`src/rtl/core/hpps_pkg.sv`:
```
// Shared types and constants for the health-priority path selector.
package hpps_pkg;

    // Default table depth
    localparam int TABLE_DEPTH_DEF = 8;

    // Fixed field widths
    localparam int CMD_W    = 2;
    localparam int IDX_W    = 3;
    localparam int HEALTH_W = 2;
    localparam int LIMIT_W  = 4;
    localparam int STATUS_W = 2;
    localparam int COUNT_W  = 4;

    // Largest request limit
    localparam int LIMIT_MAX = (1 << LIMIT_W) - 1;

    // Commands
    typedef enum logic [CMD_W-1:0] {
        CMD_APPEND = 2'd0,
        CMD_SET    = 2'd1,
        CMD_SINGLE = 2'd2,
        CMD_MULTI  = 2'd3
    } t_cmd;

    // Health codes
    localparam logic [HEALTH_W-1:0] H_UNKNOWN  = 2'd0;
    localparam logic [HEALTH_W-1:0] H_HEALTHY  = 2'd1;
    localparam logic [HEALTH_W-1:0] H_DEGRADED = 2'd2;

    // Result status codes
    localparam logic [STATUS_W-1:0] STAT_DONE   = 2'd0;
    localparam logic [STATUS_W-1:0] STAT_REJECT = 2'd1;
    localparam logic [STATUS_W-1:0] STAT_NONE   = 2'd2;

    // Sequencer states
    typedef enum logic [1:0] {
        ST_IDLE,
        ST_SCAN,
        ST_EMIT
    } t_state;

endpackage

```
`src/rtl/core/health_priority_path_select.sv`:
```
// Top level: path table with health codes, single and multipath selection.
//
//  channel   | direction | handshake               | fields
//  ----------+-----------+-------------------------+------------------------------------------
//  request   | in        | start & !busy           | i_cmd i_entry_index i_health i_path_limit
//  result    | out       | o_valid, one cycle each | o_path_index o_status o_last_of_run
//            |           |                         | o_active_count
//
// Append, set health and select single: one result the cycle after the request,
// busy stays low. Multipath select on a non-empty table with a nonzero limit: the single read
// port of the health memory is swept twice, then one result per cycle for each chosen
// entry; busy stays high until the last result is on the ports. Reset (synchronous)
// empties the table and sets one active path. Results cannot be stalled by the receiver.
module health_priority_path_select
    #(
        parameter int TABLE_DEPTH = hpps_pkg::TABLE_DEPTH_DEF
    )
    (
        input  logic                          i_clk,
        input  logic                          i_rst_n,
        input  logic                          start,
        output logic                          busy,
        input  logic [hpps_pkg::CMD_W-1:0]    i_cmd,
        input  logic [hpps_pkg::IDX_W-1:0]    i_entry_index,
        input  logic [hpps_pkg::HEALTH_W-1:0] i_health,
        input  logic [hpps_pkg::LIMIT_W-1:0]  i_path_limit,
        output logic                          o_valid,
        output logic [hpps_pkg::IDX_W-1:0]    o_path_index,
        output logic [hpps_pkg::STATUS_W-1:0] o_status,
        output logic                          o_last_of_run,
        output logic [hpps_pkg::COUNT_W-1:0]  o_active_count
    );
    import hpps_pkg::*;

    // Table address, table count and active-list geometry
    localparam int AW     = (TABLE_DEPTH > 1) ? $clog2(TABLE_DEPTH) : 1;
    localparam int CNTW   = $clog2(TABLE_DEPTH + 1);
    localparam int CMPW   = (CNTW > IDX_W) ? CNTW : IDX_W;
    localparam int LIST_D = (TABLE_DEPTH < LIMIT_MAX) ? TABLE_DEPTH : LIMIT_MAX;
    localparam int LLW    = (LIST_D > 1) ? $clog2(LIST_D) : 1;

    t_state                r_state, n_state;
    logic [CNTW-1:0]       r_entry_count, n_entry_count;
    logic [COUNT_W-1:0]    r_active_total, n_active_total;
    logic                  r_pass, n_pass;
    logic [CNTW-1:0]       r_scan_idx, n_scan_idx;
    logic [COUNT_W-1:0]    r_chosen, n_chosen;
    logic [COUNT_W-1:0]    r_emit, n_emit;
    logic [LIMIT_W-1:0]    r_limit, n_limit;

    logic                  r_valid, n_valid;
    logic [IDX_W-1:0]      r_path_index, n_path_index;
    logic [STATUS_W-1:0]   r_status, n_status;
    logic                  r_last, n_last;
    logic [COUNT_W-1:0]    r_active_count, n_active_count;

    logic [HEALTH_W-1:0]   r_health_mem [TABLE_DEPTH];
    logic [HEALTH_W-1:0]   r_rd_health;
    logic [IDX_W-1:0]      r_rd_idx;
    logic                  r_rd_vld;
    logic [IDX_W-1:0]      r_act [LIST_D];

    logic                  mem_we;
    logic [AW-1:0]         mem_waddr;
    logic [HEALTH_W-1:0]   mem_wdata;
    logic                  rd_en;
    logic                  list_we;
    logic                  take;
    logic                  emit_last;

    // Candidate test for the entry just read
    always_comb begin
        if (!r_pass) begin
            take = (r_rd_health == H_UNKNOWN) || (r_rd_health == H_HEALTHY);
        end else begin
            take = (r_rd_health == H_DEGRADED);
        end
    end

    assign emit_last = ((r_emit + COUNT_W'(1)) == r_chosen);

    // Sequencer: next state, table updates, result staging
    always_comb begin
        n_state        = r_state;
        n_entry_count  = r_entry_count;
        n_active_total = r_active_total;
        n_pass         = r_pass;
        n_scan_idx     = r_scan_idx;
        n_chosen       = r_chosen;
        n_emit         = r_emit;
        n_limit        = r_limit;
        n_valid        = 1'b0;
        n_path_index   = r_path_index;
        n_status       = r_status;
        n_last         = r_last;
        n_active_count = r_active_count;
        mem_we         = 1'b0;
        mem_waddr      = '0;
        mem_wdata      = i_health;
        rd_en          = 1'b0;
        list_we        = 1'b0;

        unique case (r_state)
            ST_IDLE: begin
                if (start) begin
                    n_valid        = 1'b1;
                    n_path_index   = '0;
                    n_status       = STAT_DONE;
                    n_last         = 1'b1;
                    n_active_count = r_active_total;
                    unique case (t_cmd'(i_cmd))
                        CMD_APPEND: begin
                            if (int'(r_entry_count) >= TABLE_DEPTH) begin
                                n_status = STAT_REJECT;
                            end else begin
                                mem_we        = 1'b1;
                                mem_waddr     = AW'(r_entry_count);
                                n_path_index  = IDX_W'(r_entry_count);
                                n_entry_count = r_entry_count + CNTW'(1);
                            end
                        end
                        CMD_SET: begin
                            if (CMPW'(i_entry_index) >= CMPW'(r_entry_count)) begin
                                n_status = STAT_REJECT;
                            end else begin
                                mem_we    = 1'b1;
                                mem_waddr = AW'(i_entry_index);
                            end
                        end
                        CMD_SINGLE: begin
                            if (CMPW'(i_entry_index) >= CMPW'(r_entry_count)) begin
                                n_status = STAT_REJECT;
                            end else begin
                                n_path_index   = i_entry_index;
                                n_active_total = COUNT_W'(1);
                                n_active_count = COUNT_W'(1);
                            end
                        end
                        CMD_MULTI: begin
                            if (r_entry_count == '0 || i_path_limit == '0) begin
                                n_status = STAT_NONE;
                            end else begin
                                n_valid    = 1'b0;
                                n_state    = ST_SCAN;
                                n_pass     = 1'b0;
                                n_scan_idx = '0;
                                n_chosen   = '0;
                                n_limit    = i_path_limit;
                            end
                        end
                    endcase
                end
            end
            ST_SCAN: begin
                // Evaluate the entry read last cycle
                if (r_rd_vld && take && (r_chosen < r_limit)
                        && (int'(r_chosen) < TABLE_DEPTH)) begin
                    list_we  = 1'b1;
                    n_chosen = r_chosen + COUNT_W'(1);
                end
                // Issue the next read, or close the pass once drained
                if (r_scan_idx < r_entry_count) begin
                    rd_en      = 1'b1;
                    n_scan_idx = r_scan_idx + CNTW'(1);
                end else if (!r_rd_vld) begin
                    if (!r_pass) begin
                        n_pass     = 1'b1;
                        n_scan_idx = '0;
                    end else if (r_chosen == '0) begin
                        n_valid        = 1'b1;
                        n_path_index   = '0;
                        n_status       = STAT_NONE;
                        n_last         = 1'b1;
                        n_active_count = '0;
                        n_active_total = '0;
                        n_state        = ST_IDLE;
                    end else begin
                        n_active_total = r_chosen;
                        n_emit         = '0;
                        n_state        = ST_EMIT;
                    end
                end
            end
            ST_EMIT: begin
                n_valid        = 1'b1;
                n_path_index   = r_act[LLW'(r_emit)];
                n_status       = STAT_DONE;
                n_last         = emit_last;
                n_active_count = r_chosen;
                n_emit         = r_emit + COUNT_W'(1);
                if (emit_last) begin
                    n_state = ST_IDLE;
                end
            end
            default: begin
                n_state = ST_IDLE;
            end
        endcase
    end

    // State register
    always_ff @(posedge i_clk) begin
        if (!i_rst_n) begin
            r_state <= ST_IDLE;
        end else begin
            r_state <= n_state;
        end
    end

    // Control registers
    always_ff @(posedge i_clk) begin
        if (!i_rst_n) begin
            r_entry_count  <= '0;
            r_active_total <= COUNT_W'(1);
            r_valid        <= 1'b0;
            r_rd_vld       <= 1'b0;
        end else begin
            r_entry_count  <= n_entry_count;
            r_active_total <= n_active_total;
            r_valid        <= n_valid;
            r_rd_vld       <= rd_en;
        end
    end

    // Working and result payload registers
    always_ff @(posedge i_clk) begin
        r_pass         <= n_pass;
        r_scan_idx     <= n_scan_idx;
        r_chosen       <= n_chosen;
        r_emit         <= n_emit;
        r_limit        <= n_limit;
        r_path_index   <= n_path_index;
        r_status       <= n_status;
        r_last         <= n_last;
        r_active_count <= n_active_count;
    end

    // Health memory: one write port, one registered read port
    always_ff @(posedge i_clk) begin
        if (mem_we) begin
            r_health_mem[mem_waddr] <= mem_wdata;
        end
        if (rd_en) begin
            r_rd_health <= r_health_mem[AW'(r_scan_idx)];
            r_rd_idx    <= IDX_W'(r_scan_idx);
        end
    end

    // Active list, filled in choice order
    always_ff @(posedge i_clk) begin
        if (list_we) begin
            r_act[LLW'(r_chosen)] <= r_rd_idx;
        end
    end

    assign busy           = (r_state != ST_IDLE);
    assign o_valid        = r_valid;
    assign o_path_index   = r_path_index;
    assign o_status       = r_status;
    assign o_last_of_run  = r_last;
    assign o_active_count = r_active_count;

    // A run of results is contiguous up to its last marker
    a_run_contiguous: assert property (@(posedge i_clk) disable iff (!i_rst_n)
        r_valid && !r_last |=> r_valid)
        else $error("result run broken before last marker");

    // An accepted request either answers next cycle or starts a scan
    a_req_progress: assert property (@(posedge i_clk) disable iff (!i_rst_n)
        start && !busy |=> r_valid || r_state == ST_SCAN)
        else $error("request neither answered nor scanning");

    // Nothing-chosen results are single and carry index zero
    a_none_shape: assert property (@(posedge i_clk) disable iff (!i_rst_n)
        r_valid && r_status == STAT_NONE |-> r_last && r_path_index == '0)
        else $error("bad nothing-chosen result");

    // The scan never picks more than requested
    a_limit: assert property (@(posedge i_clk) disable iff (!i_rst_n)
        r_state == ST_SCAN |-> r_chosen <= r_limit)
        else $error("chosen count exceeds limit");

    // The table never grows past its depth
    a_count: assert property (@(posedge i_clk) disable iff (!i_rst_n)
        int'(r_entry_count) <= TABLE_DEPTH)
        else $error("entry count beyond table depth");

endmodule
```
`config.mk`:
```
export PLATFORM = sky130hd
export DESIGN_NAME = health_priority_path_select
export DESIGN_NICKNAME = d
export VERILOG_FILES = /design/src/rtl/core/hpps_pkg.sv /design/src/rtl/core/health_priority_path_select.sv
export SDC_FILE = /design/constraint.sdc
export NUM_CORES = 1
export LEC_CHECK = 0
export ABC_AREA = 1
export BUFFER_PORTS_ARGS = -buffer_cell sky130_fd_sc_hd__buf_2
export CORE_MARGIN = 1.5
export CORE_UTILIZATION = 55
export DETAILED_ROUTE_END_ITERATION = 7
export PLACE_DENSITY = 0.76
export SLEW_MARGIN = 5
export SYNTH_ARGS = -nofsm -noshare
export SYNTH_HDL_FRONTEND = slang
export SYNTH_SLANG_ARGS = --single-unit
```
`constraint.sdc`:
```
create_clock -name i_clk -period 2.3 [get_ports i_clk]
set_input_delay 0 -clock i_clk [delete_from_list [all_inputs] [get_ports i_clk]]
set_output_delay 0 -clock i_clk [all_outputs]
set_load 0.1 [all_outputs]
```
# --- Yosys cells after proc, flatten, opt, wreduce, memory -nomap -nowiden ---
# Memories as Yosys holds them, arrays and structs flattened. A register that Yosys moved wholly into a read port is not among the register bits.
# Cells that the tools add are included.
totals:
  ff_bits: 42
  ram_bits: 40
  output_inout_bits: 12
  word_cells: 166
  mem_count: 2
mem_list:
  columns: ["name", "words", "word_bits", "read_ports", "rd_clocked_by_memory_dff", "write_ports", "line", "rtl"]
  rows:
  - ["r_act", 8, 3, 1, 1, 1, "health_priority_path_select.sv:61", "logic [IDX_W-1:0] r_act [LIST_D];"]
  - ["r_health_mem", 8, 2, 1, 1, 1, "health_priority_path_select.sv:57", "logic [HEALTH_W-1:0] r_health_mem [TABLE_DEPTH];"]
op_classes:
  add_sub_neg: 4
  order_cmp: 5
  n_eq_ne: 20
  muxes: 93
  bitwise_logic: 2
  reduce_logical: 25
ops:
  columns: ["op", "count"]
  rows:
  - ["2-to-1 mux 4 bit", 22]
  - ["2-to-1 mux 1 bit", 32]
  - ["case mux 4 bit (2 select lines)", 4]
  - ["2-to-1 mux 3 bit", 10]
  - ["2-to-1 mux 2 bit", 14]
  - ["!= test 2 bit, second input constant", 9]
  - ["case mux 2 bit (3 select lines)", 3]
  - ["AND reduction 6 bit", 3]
  - ["adder 4 x 1 -> 4 bit, second input constant", 4]
  - ["AND reduction 5 bit", 3]
  - ["zero test 4 bit", 3]
  - ["case mux 3 bit (2 select lines)", 2]
  - ["case mux 4 bit (3 select lines)", 1]
  - ["case mux 3 bit (3 select lines)", 1]
  - ["equality test 2 bit, second input constant", 4]
  - ["< comparator 4 bit", 2]
  - ["AND reduction 4 bit", 2]
  - ["AND reduction 7 bit", 1]
  - ["equality test 2 x 1 -> 1 bit, second input constant", 3]
  - ["zero test 2 bit", 3]
  - ["!= test 3 bit, second input constant", 2]
  - ["case mux 1 bit (3 select lines)", 2]
  - ["nonzero test 2 bit", 3]
  - ["equality test 4 bit", 1]
  - ["other kinds (10)", 15]

# --- Longest topological paths before layout ---
logic_depth:
  word_depth: 10
  mapped_depth: 12

# --- Worst setup path before layout ---
# Ideal clock, no wire load.
synth_path:
  path_kind: "reg-to-reg"
  startpoint: "reg r_state[0]"
  endpoint: "reg r_active_count[0] (netlist: o_active_count[0]) (enable)"
  setup_time_ns: 0.404
  arrival_time_ns: 2.609
  slack_ns: -0.713
  path_stages_with_launch: 6
  n_path_buf: 0
  synth_period_minus_slack_ns: 3.013
  cell_sequence: "dfxtp_1 inv_1 ha_1 inv_1 o21ai_1 nor4_1"
synth_via:
  elab_chain_cells: 3
synth_lines:
  columns: ["element", "line", "rtl"]
  rows:
  - ["start: declaration", "health_priority_path_select.sv:42", "t_state r_state, n_state;"]
  - ["start signal: assignment", "health_priority_path_select.sv:206", "r_state <= n_state;"]
  - ["equality test 2 x 1 -> 1 bit (tied with other cells)", "health_priority_path_select.sv:103", "unique case (r_state)"]
  - ["!= test 2 bit (no source line) or nonzero test 3 bit (tied branches)", null, null]
  - ["AND reduction 6 bit (no source line) *", null, null]
  - ["end signal: assignment", "health_priority_path_select.sv:235", "r_active_count <= n_active_count;"]
  - ["end: declaration", "health_priority_path_select.sv:55", "logic [COUNT_W-1:0] r_active_count, n_active_count;"]
# Every way passes the cells marked *; elsewhere a longest branch is shown, timed or not.
# A chain may end at the register's enable or synchronous reset.

# --- Worst setup path after layout ---
layout_path:
  startpoint: "reg r_chosen[1]"
  endpoint: "mem r_act[0][1] (enable)"
layout_via:
  elab_chain_cells: 7
layout_lines:
  columns: ["element", "line", "rtl"]
  rows:
  - ["start: declaration", "health_priority_path_select.sv:47", "logic [COUNT_W-1:0] r_chosen, n_chosen;"]
  - ["start signal: assignment", "health_priority_path_select.sv:229", "r_chosen <= n_chosen;"]
  - ["< comparator 4 bit", "health_priority_path_select.sv:156", "if (r_rd_vld && take && (r_chosen < r_limit)"]
  - ["logical AND 1 bit", "health_priority_path_select.sv:156", null]
  - ["logical AND 1 bit", "health_priority_path_select.sv:157", "&& (int'(r_chosen) < TABLE_DEPTH)) begin"]
  - ["2-to-1 mux 1 bit", "health_priority_path_select.sv:156", null]
  - ["2-to-1 mux 1 bit", "health_priority_path_select.sv:103", null]
  - ["2-to-1 mux 1 bit", "health_priority_path_select.sv:251", "if (list_we) begin"]
  - ["2-to-1 mux 1 bit (not written as such)", "health_priority_path_select.sv:252", "r_act[LLW'(r_chosen)] <= r_rd_idx;"]
  - ["end: declaration", "health_priority_path_select.sv:61", null]
# Parallel ways exist; a longest one is shown, timed or not.

==> metrics.md <==
| Metric | Value |
|---|---|
| PwrDens | `1120 nW/um2` |
| Ratio of cells with drive above 1 in the final layout | `15.6%` |
| Ys Warns | `0` |
| RSZ-0062 raised after global routing | `no` |
| Worst-path clk slew | `90 ps` |
| Syn Inst Count | `451` |
| Via-to-Cell Ratio | `5.57` |
| Vias in the first global route | `3,276` |
| Avg Inst Size Synth | `9.59 um2` |
| Drt initial violations | `258` |
| Slew Limit Fails | `0` |
| Crit path kind | `reg -> reg` |
| Final setup fails | `0` |
| Skew final | `11.6 ps` |
| Peak VDD IR | `0.000632 V` |
| Max_slew headroom | `67.7%` |
| DIE WIDTH | `91.7 um` |
| GP Congestion | `0.911` |
| Outcome | `complete, no violations` |
| Post-synth cell types | `34` |
| Reg2Reg Depth | `4` |
| Syn Nets | `488` |
| Largest fanout on the critical path | `9` |
| Critical path required time | `2320 ps` |
| Ant diodes | `0` |
| Worst-Skew Late Latency | `360 ps` |
| Postcts setup bufs | `0` |
| Root buf cell | `clkbuf_8` |
| CTS Buffer Depth | `2` |
| Final hold vios | `0` |
| TritonCTS clock tree | `yes` |
| H-tree Lvls | `3` |
| Post-DR wirelength/cell | `15.9 um` |
| GR Overflow Total | `0` |
| Gr usage total | `24.8%` |
| Via count | `3,354` |
| Final Cycle Share | `92.0%` |
| First-pass GRT wire length | `15,600 um` |
| Clk sinks | `87` |
| Post-Route Setup TNS | `0 ps` |
| Sequential element share of the synthesized area | `56.9%` |
| Row Count | `32` |
| Worst R2R Setup Slack | `180 ps` |
| Area grow syn2layout | `14.2%` |
| Worst setup margin | `185 ps` |
| Nets | `532` |
| PortBufs | `25` |
| Max Cap Viol | `0` |
| Largest net degree at the start of global routing | `15` |
| Num ports | `26` |
| Final Critical Period | `2120 ps` |
| FMAX | `473 MHz` |
| Worst min-delay path class | `in -> reg` |
| Mapped Area | `4330 um2` |
| TritonRoute pass-1 iters | `4` |
| Die height | `91.7 um` |
| WP data arrival | `2130 ps` |
| # DRC | `0` |
| Hold depth | `3` |
| #FFs+latches synth | `87` |
| DP Wirelength | `6970 um` |
| Total CTS buffers | `9` |
| Die ar. | `8410 um2` |
| Worst-Margin Slew | `484 ps` |
| Antenna violations before repair | `0` |
| Antenna viol nets, final | `0` |
| P_leak | `2.02 nW` |
| DRT Wirelength | `9560 um` |
| Place WS | `173 ps` |
| CP Launch Type | `register` |
| Core area | `7690 um2` |
| Setup crit end kind | `register` |
| Initial Utilization | `56.3%` |
[synthesized netlist by cell type]
| library cell | count | share of area [%] |
|---|---|---|
| edfxtp_1 | 72 | 50 |
| nor2_1 | 70 | 6.1 |
| nand2_1 | 65 | 5.6 |
| inv_1 | 49 | 4.3 |
| o21ai_0 | 39 | 4.5 |
| nand3_1 | 25 | 2.9 |
| ha_1 | 23 | 6.7 |
| a21oi_1 | 19 | 2.2 |
| dfxtp_1 | 15 | 6.9 |
| nor3_1 | 9 | 1.0 |
| inv_2 | 8 | 0.69 |
| nand4_1 | 7 | 1.0 |
| o21ai_1 | 7 | 0.81 |
| o211ai_1 | 6 | 1.0 |
| nand2_2 | 5 | 0.72 |
| a31oi_1 | 3 | 0.43 |
| buf_2 | 3 | 0.35 |
| clkbuf_1 | 3 | 0.26 |
| nor2_2 | 3 | 0.43 |
| o22ai_1 | 3 | 0.43 |
| a21oi_2 | 2 | 0.40 |
| o21bai_1 | 2 | 0.35 |
| xnor2_1 | 2 | 0.40 |
| a21boi_0 | 1 | 0.17 |
| buf_4 | 1 | 0.17 |
| nand3_2 | 1 | 0.23 |
| nand4_2 | 1 | 0.29 |
| nor3_2 | 1 | 0.23 |
| nor4_1 | 1 | 0.14 |
| o2111ai_2 | 1 | 0.35 |
| o21a_1 | 1 | 0.17 |
| o21ai_4 | 1 | 0.38 |
| or2_2 | 1 | 0.14 |
| xor2_1 | 1 | 0.20 |
[registers in the layout, indices dropped and copies added, names as in the netlist, 4 cells and up, named ones only]
signal,cells
o_active_count,4
r_act,24
r_active_total,4
r_chosen,4
r_emit,4
r_entry_count,4
r_health_mem,16
r_limit,4
r_scan_idx,4
[through the flow]
step,util [%],power [W],std cells,hold slack [ps],area (um2)
after floorplan,-,0.00379,451,98.9,4350
after global placement,60.2,0.00420,579,192,4620
after detailed placement,60.2,0.00425,579,194,4620
after CTS,64.1,0.00551,602,18.6,4930
after global routing,64.3,0.00577,602,58.6,4940
final,64.3,0.00552,602,48.3,4940
[cell usage in the layout, fill, tap and decap left out, types with 2 or more instances in the layout]
cell / count
nand4_1: 7
edfxtp_1: 72
o211ai_1: 6
o21ai_0: 39
a31oi_1: 3
nor2_2: 6
inv_2: 8
clkbuf_8: 9
nand2_2: 5
dlygate4sd3_1: 7
nor2_1: 67
inv_1: 48
a21oi_1: 19
nand3_1: 25
ha_1: 23
o22ai_1: 3
xnor2_1: 2
buf_2: 25
nand2_1: 65
bufinv_16: 3
nor3_1: 9
o21bai_1: 2
o21ai_1: 6
clkbuf_1: 2
buf_4: 8
dfxtp_1: 14
a21oi_2: 2
[worst max-delay path, stage by stage, from the launching register on]
cell and delay [ps]:
edfxtp_1 520, ha_1 340, a21oi_1 180, o2111ai_2 270, nor3_1 450
[per-layer routing]
metal / up-vias / wire length [um] / GRT usage (%)
li1: 1632 / - / -
met2: 94 / 4830 / 42.9
met4: 0 / 279 / 11.9
met5: - / 0 / 0
met1: 1605 / 4000 / 29.8
met3: 23 / 447 / 4.56
[report_power, final]
group	leakage (nW)	internal, W	switching [W]	total [W]
Combinational	1.12	0.000484	0.00162	0.00211
Sequential	0.786	0.00197	0.000164	0.00214
Clock	0.118	0.000725	0.000552	0.00128
[cell type report]
| cell class | count | area, um2 |
|---|---|---|
| fill | 622 | 2750 |
| sequential | 87 | 2460 |
| multi-input combinational | 300 | 1640 |
| timing repair buffer | 40 | 255 |
| inverter | 57 | 218 |
| clock buffer | 11 | 131 |
| tap | 102 | 128 |
| clock inverter | 5 | 104 |
[path summary, 6_finish.rpt]
| check | from | to |
|---|---|---|
| worst max-delay path | r_chosen[1]$_SDFFCE_PN0P_ | r_act[0][1]$_DFFE_PP_ |
| worst min-delay path | start | o_valid$_SDFF_PN0_ |
| worst max register to register | r_chosen[1]$_SDFFCE_PN0P_ | r_act[0][1]$_DFFE_PP_ |
| worst min register to register | r_active_total[0]$_SDFFE_PN1P_ | r_active_total[0]$_SDFFE_PN1P_ |
[repair_timing]
action / CTS / global route
resized for setup: 0 / 5
hold endpoints to repair: 28 / 0
endpoints found under the setup margin: 0 / 12
hold buffers: 7 / 0
[cell families (layout without fill, tap and decap cells)]
kind of cell / Yosys count / count (layout) / synth area share [%]
simple gates: 189 / 189 / 18.9
flops: 87 / 87 / 56.9
compound gates: 85 / 85 / 11.2
buf+inv: 64 / 113 / 5.73
fa+ha+maj: 23 / 23 / 6.65
xor+xnor: 3 / 3 / 0.607
(Power assumes the default switching activity.)
